`src/sv/ppd_pkg.sv`:
```
`timescale 1ns / 1ps
// ----------------------------------------------------------------------------
// ppd_pkg
// Shared types for the prefix period detector: input and result transactions,
// the item passed from front to back, and the back-end state encoding.
// ----------------------------------------------------------------------------
package ppd_pkg;

  typedef struct packed {
    logic [7:0] char_in;
    logic       start_new;
  } ppd_in_t;

  typedef struct packed {
    logic [10:0] prefix_length;
    logic [9:0]  border_length;
    logic        periodic;
    logic [10:0] repeat_count;
    logic        overflow;
  } ppd_out_t;

  typedef enum logic [2:0] {
    ST_IDLE,
    ST_RDP,
    ST_CMP,
    ST_RDB,
    ST_DIV,
    ST_OUT
  } ppd_state_e;

endpackage

```
`src/sv/ppd_front.sv`:
```
`timescale 1ns / 1ps
// ----------------------------------------------------------------------------
// ppd_front
// Input side: a two-entry queue that takes transactions and hands them to the
// back end, so the input keeps accepting while the back end works and an entry is free.
// ----------------------------------------------------------------------------
module ppd_front import ppd_pkg::*; (
  input  logic    clk_i,
  input  logic    rst_ni,
  input  logic    in_valid_i,
  output logic    in_ready_o,
  input  ppd_in_t in_data_i,
  output logic    q_valid_o,
  input  logic    q_ready_i,
  output ppd_in_t q_data_o
);

  ppd_in_t    buf_q [2];
  logic       wptr_q, rptr_q;
  logic [1:0] cnt_q;
  logic       push, pop;

  assign in_ready_o = (cnt_q != 2'd2);
  assign q_valid_o  = (cnt_q != 2'd0);
  assign q_data_o   = buf_q[rptr_q];
  assign push       = in_valid_i && in_ready_o;
  assign pop        = q_valid_o && q_ready_i;

  // queue storage
  always_ff @(posedge clk_i) begin
    if (push) begin
      buf_q[wptr_q] <= in_data_i;
    end
  end

  // queue pointers and fill level
  always_ff @(posedge clk_i or negedge rst_ni) begin
    if (!rst_ni) begin
      wptr_q <= 1'b0;
      rptr_q <= 1'b0;
      cnt_q  <= 2'd0;
    end else begin
      if (push) wptr_q <= ~wptr_q;
      if (pop)  rptr_q <= ~rptr_q;
      cnt_q <= cnt_q + {1'b0, push} - {1'b0, pop};
    end
  end

endmodule

```
`config.mk`:
```
export PLATFORM = sky130hd
export DESIGN_NAME = ppd_front
export DESIGN_NICKNAME = d
export VERILOG_FILES = /design/src/sv/ppd_pkg.sv /design/src/sv/ppd_front.sv
export SDC_FILE = /design/constraint.sdc
export NUM_CORES = 1
export LEC_CHECK = 0
export ABC_AREA = 0
export BUFFER_PORTS_ARGS = -buffer_cell sky130_fd_sc_hd__clkbuf_2
export CAP_MARGIN = 20
export CORE_MARGIN = 10
export CORE_UTILIZATION = 52
export DETAILED_ROUTE_END_ITERATION = 8
export PLACE_DENSITY = 0.79
export SETUP_SLACK_MARGIN = 0.02
export SLEW_MARGIN = 10
export SYNTH_ARGS = -nofsm -noshare
export SYNTH_HDL_FRONTEND = slang
export SYNTH_SLANG_ARGS = --single-unit
```
`constraint.sdc`:
```
create_clock -name clk_i -period 2.38 [get_ports clk_i]
set_input_delay 0.119 -clock clk_i [delete_from_list [all_inputs] [get_ports clk_i]]
set_output_delay 0.119 -clock clk_i [all_outputs]
set_load 0.03 [all_outputs]
```
Word level (Yosys, flattened, before mapping)
Memory sizes are Yosys's and may differ from the RTL's.
Index checks and enable logic that the tools add are counted.
{"block": "totals", "ff_bits": 4, "memories": 1, "ramBits": 18, "latch_bits": 0, "elab_cells": 14, "romBits": 0, "out_inout_bits": 11}
{"block": "op_classes", "multipliers": 0, "div_mod_pow": 0, "n_bitwise": 2, "n_eq_ne": 1, "n_addsub": 2, "shift": 0, "n_lt_le_gt_ge": 0, "reduce_logical": 3, "muxes": 2}
{"memory": "buf_q", "depth": 2, "width": 9, "rd": 1, "rd_clocked_by_memory_dff": 0, "write_ports": 1, "line_no": "ppd_front.sv:18", "text": "ppd_in_t buf_q [2];"}
{"cell": "adder 2 x 1 -> 2 bit", "count": 1}
{"cell": "logical AND 1 bit", "count": 2}
{"cell": "2-to-1 mux 1 bit", "count": 2}
{"cell": "!= test 2 bit (second input constant)", "count": 1}
{"cell": "inverter 1 bit", "count": 2}
{"cell": "nonzero test 2 bit", "count": 1}
{"cell": "subtractor 2 x 1 -> 2 bit", "count": 1}

Depth between registers and ports, before layout
{"block": "depth", "word_depth": 4, "ltp_mapped": 7}

Least setup slack after synthesis
No wires, ideal clock.
{"block": "synth_path", "path_type": "reg2reg", "from": "register cnt_q[1]", "to": "register cnt_q[1]", "period_less_slack_ns": 1.778, "setup_slack_ns": 0.602, "path_buffers": 0, "required_ns": 2.257, "arrival_time_ns": 1.655, "stages_incl_launch_ff": 8, "path_cell_list": "dfrtp_1 -> or2_1 -> and2_4 -> ha_1 -> inv_1 -> ha_1 -> xnor2_1 -> xnor2_1"}
{"block": "synth_between", "word_cells_on_any_way": 6, "cone_classes": "add/sub: 2; eq/ne: 1; reduce/logical: 3"}
{"element": "start: declaration", "line_no": "ppd_front.sv:20", "text": "logic [1:0] cnt_q;"}
{"element": "start signal: assignment", "line_no": "ppd_front.sv:45", "text": "cnt_q <= cnt_q + {1'b0, push} - {1'b0, pop};"}
{"element": "nonzero test 2 bit", "line_no": "ppd_front.sv:24", "text": "assign q_valid_o = (cnt_q != 2'd0);"}
{"element": "via q_valid_o", "line_no": "ppd_front.sv:13", "text": "output logic q_valid_o,"}
{"element": "logical AND 1 bit", "line_no": "ppd_front.sv:27", "text": "assign pop = q_valid_o && q_ready_i;"}
{"element": "via pop", "line_no": "ppd_front.sv:21", "text": "logic push, pop;"}
{"element": "subtractor 2 x 1 -> 2 bit", "line_no": "ppd_front.sv:45"}
The timed path passes the listed nets, and every way through them passes these cells.
A chain may end at the register's enable or synchronous reset.

Final worst setup path
{"block": "layout_path", "from": "register cnt_q[1]", "to": "register cnt_q[1]"}
{"block": "layout_between", "word_cells_on_any_way": 6, "cone_classes": "add/sub: 2; eq/ne: 1; reduce/logical: 3"}
{"element": "nonzero test 2 bit", "line_no": "ppd_front.sv:24"}
{"element": "logical AND 1 bit", "line_no": "ppd_front.sv:27"}
{"element": "via pop", "line_no": "ppd_front.sv:21"}
{"element": "subtractor 2 x 1 -> 2 bit", "line_no": "ppd_front.sv:45"}
The timed path passes the listed nets, and every way through them passes these cells.

==> metrics.txt <==
Clk pin slew, worst setup/hold paths=110 ps; R2R depth=7; reg-to-reg endpoint=cnt_q[1]; most frequent cells in the layout=clkbuf_2, edfxtp_1, dlygate4sd3_1, mux2_1, dfrtp_1; DRC=0; fin crit period=1660 ps; post-place instance area=976 sq um; all-layer global routing usage=8.32%; sequential area share after synthesis=75.7%; worst path bufs/invs=1; Slew headroom=50.2%; Pins Over Slew Limit=0; critical path's largest stage delay=420 ps; Row Count=14; starting density of the core=55.5%; VDD IR max=962 uV; endpoints failing hold=0; H-tree depth=1; Unique masters post-synth=14; Crit path max-delay family=adder cells; worst slew pin tran=744 ps; layout cells sized above 1=33.3%; r2r startpoint=cnt_q[1]; post-DR wirelength/cell=14.9 microns; die area=0.00364 sq mm; Reg area=641 sq um; Syn Nets=60; outcome=complete, no violations; first-pass GRT wire length=2.26 mm; skew final=3.12 ps; achievable frequency=601 MHz; Die H=60.3 microns; # port buffers=23; CP Data Required Time=2610 ps; slowest CP cell=dfrtp_1; via count=459; Area Overhead vs Synth=30.3%; pwr dens=1160 mW/mm^2; clk_lat worst skew=300 ps; gpl congestion=0.652; Post-Syn Instances=45; Crit. path cell count=7; Crit. End Element=flip-flop; R2R Setup Slk=720 ps; multi-input combinational cell area=196 sq um; Diodes inserted=0; vias in the first global route=500; # nets final=97; vias per cell=4.73; flop and latch count out of synthesis=22; most common cell after layout, fill and taps aside=clkbuf_2; initial antenna violation count=0; CTS Buffer Depth=2; Final period util=69.9%; Pre-Repair DR Iteration Count=3; Crit Path Max Fanout=3; CTS tree=yes; clk root buf=clkbuf_4; Worst Setup SP=cnt_q[1]; core area=0.00152 sq mm; Avg Inst Size Synth=18.8 sq um; Synth Cell Area=846 sq um; setup TNS=0 ps; yosys warns=0; Die Width=60.3 microns; Hold Path Class=in2reg; CTS Buf Count=3; end point of the critical path=cnt_q[1]; final instance area=0.00110 sq mm; Setup violations, final=0; Layout fillers=98; pin count of the biggest net entering global routing=13; WS Path Type=reg2reg; grt total ovfl=0; Critical Path Start Type=flip-flop; Starting DRT DRC Count=8; # clock sinks=22; maxcap violations=0; Post-CTS Setup Inserts=0; post-DP HPWL=984 microns; Post-Route WL=1.45 mm; critical-path cell list=or2_1 -> and2_4 -> ha_1 -> inv_1 -> ha_1 -> xnor2_1 -> xnor2_1; antenna viol nets, final=0; leakage power figure=0.453 nW; critical path arrival=1890 ps; Overall Power=1.28 mW; I/O pin count=24; RSZ-0062 raised after global routing=no
==> cell families after synthesis <==
group,count (synthesis),share of synthesized area [%]
XOR/XNOR,4,4.14
flip-flops,22,75.7
multiplexers,9,12.0
buffers and inverters,2,1.03
adder cells (fa/ha/maj),2,2.96
AND/OR/NAND/NOR,6,4.14
==> worst min path at each step <==
stage,to,startpoint,slack [ps],depth (start not counted)
CTS,buf_q[0][3],in_data_i[3],2,1
finish,wptr_q,in_valid_i,110,3
global placement,cnt_q[1],rst_ni,-70,1
floorplan,cnt_q[0],rst_ni,-180,0
global route,wptr_q,in_valid_i,110,3
detailed placement,cnt_q[1],rst_ni,-60,1
==> layer usage <==
layer,track usage (%),vias to the layer above,share of wire [%]
met4,3.85,0,1.6
li1,-,238,-
met1,8.61,202,38
met2,13.7,16,51
met5,0,-,0
met3,4.38,3,9.2
==> area by class of cell <==
type,count,area share [%]
tap,16,1.82
multi-input combinational,21,17.8
sequential,22,58.1
timing repair buffer,33,19.5
inverter,1,0.341
clock buffer,4,2.38
==> sequential cells by signal, indices dropped and copies added (netlist names) <==
name	flops
cnt_q	2
wptr_q	1
rptr_q	1
buf_q	18
==> repair_timing <==
item,CTS,global route
endpoints found under the hold margin,18,4
gates resized for setup,0,0
hold buffers,8,2
==> cell usage after synthesis <==
cell type	count	area share (%)
and2_4	1	1.0
and3_1	1	0.74
buf_2	1	0.59
dfrtp_1	4	12
edfxtp_1	18	64
ha_1	2	3.0
inv_1	1	0.44
mux2_1	9	12
nand2_1	1	0.44
nand2b_1	1	0.74
nor2_1	1	0.44
or2_1	1	0.74
xnor2_1	3	3.1
xor2_1	1	1.0
==> report_power, final <==
part / internal (mW) / switching (mW) / leakage [nW]
logic: 0.193 / 0.322 / 0.224
clock network: 0.0654 / 0.100 / 0.0150
registers: 0.538 / 0.0647 / 0.214
total: 0.796 / 0.487 / 0.453
==> through the flow <==
stage / hold slack, ps / utilization, % / setup WS [ps] / instances
2_1_floorplan: -177 / - / 602 / 45
3_3_place_gp: -66.7 / 64.0 / 752 / 83
3_5_place_dp: -61.9 / 64.0 / 717 / 83
4_1_cts: 1.62 / 71.0 / 701 / 95
5_1_grt: 109 / 72.3 / 612 / 97
6_report: 110 / 72.3 / 717 / 97
==> worst reg2reg max path, delay by kind of cell, from the launching register on <==
| family | cells | cell delay, ps |
|---|---|---|
| adder cells (fa/ha/maj) | 2 | 440 |
| XOR/XNOR | 2 | 290 |
| buffers and inverters | 1 | 40 |
| flip-flops | 1 | 420 |
| AND/OR/NAND/NOR | 2 | 420 |
(Power assumes the default switching activity.)
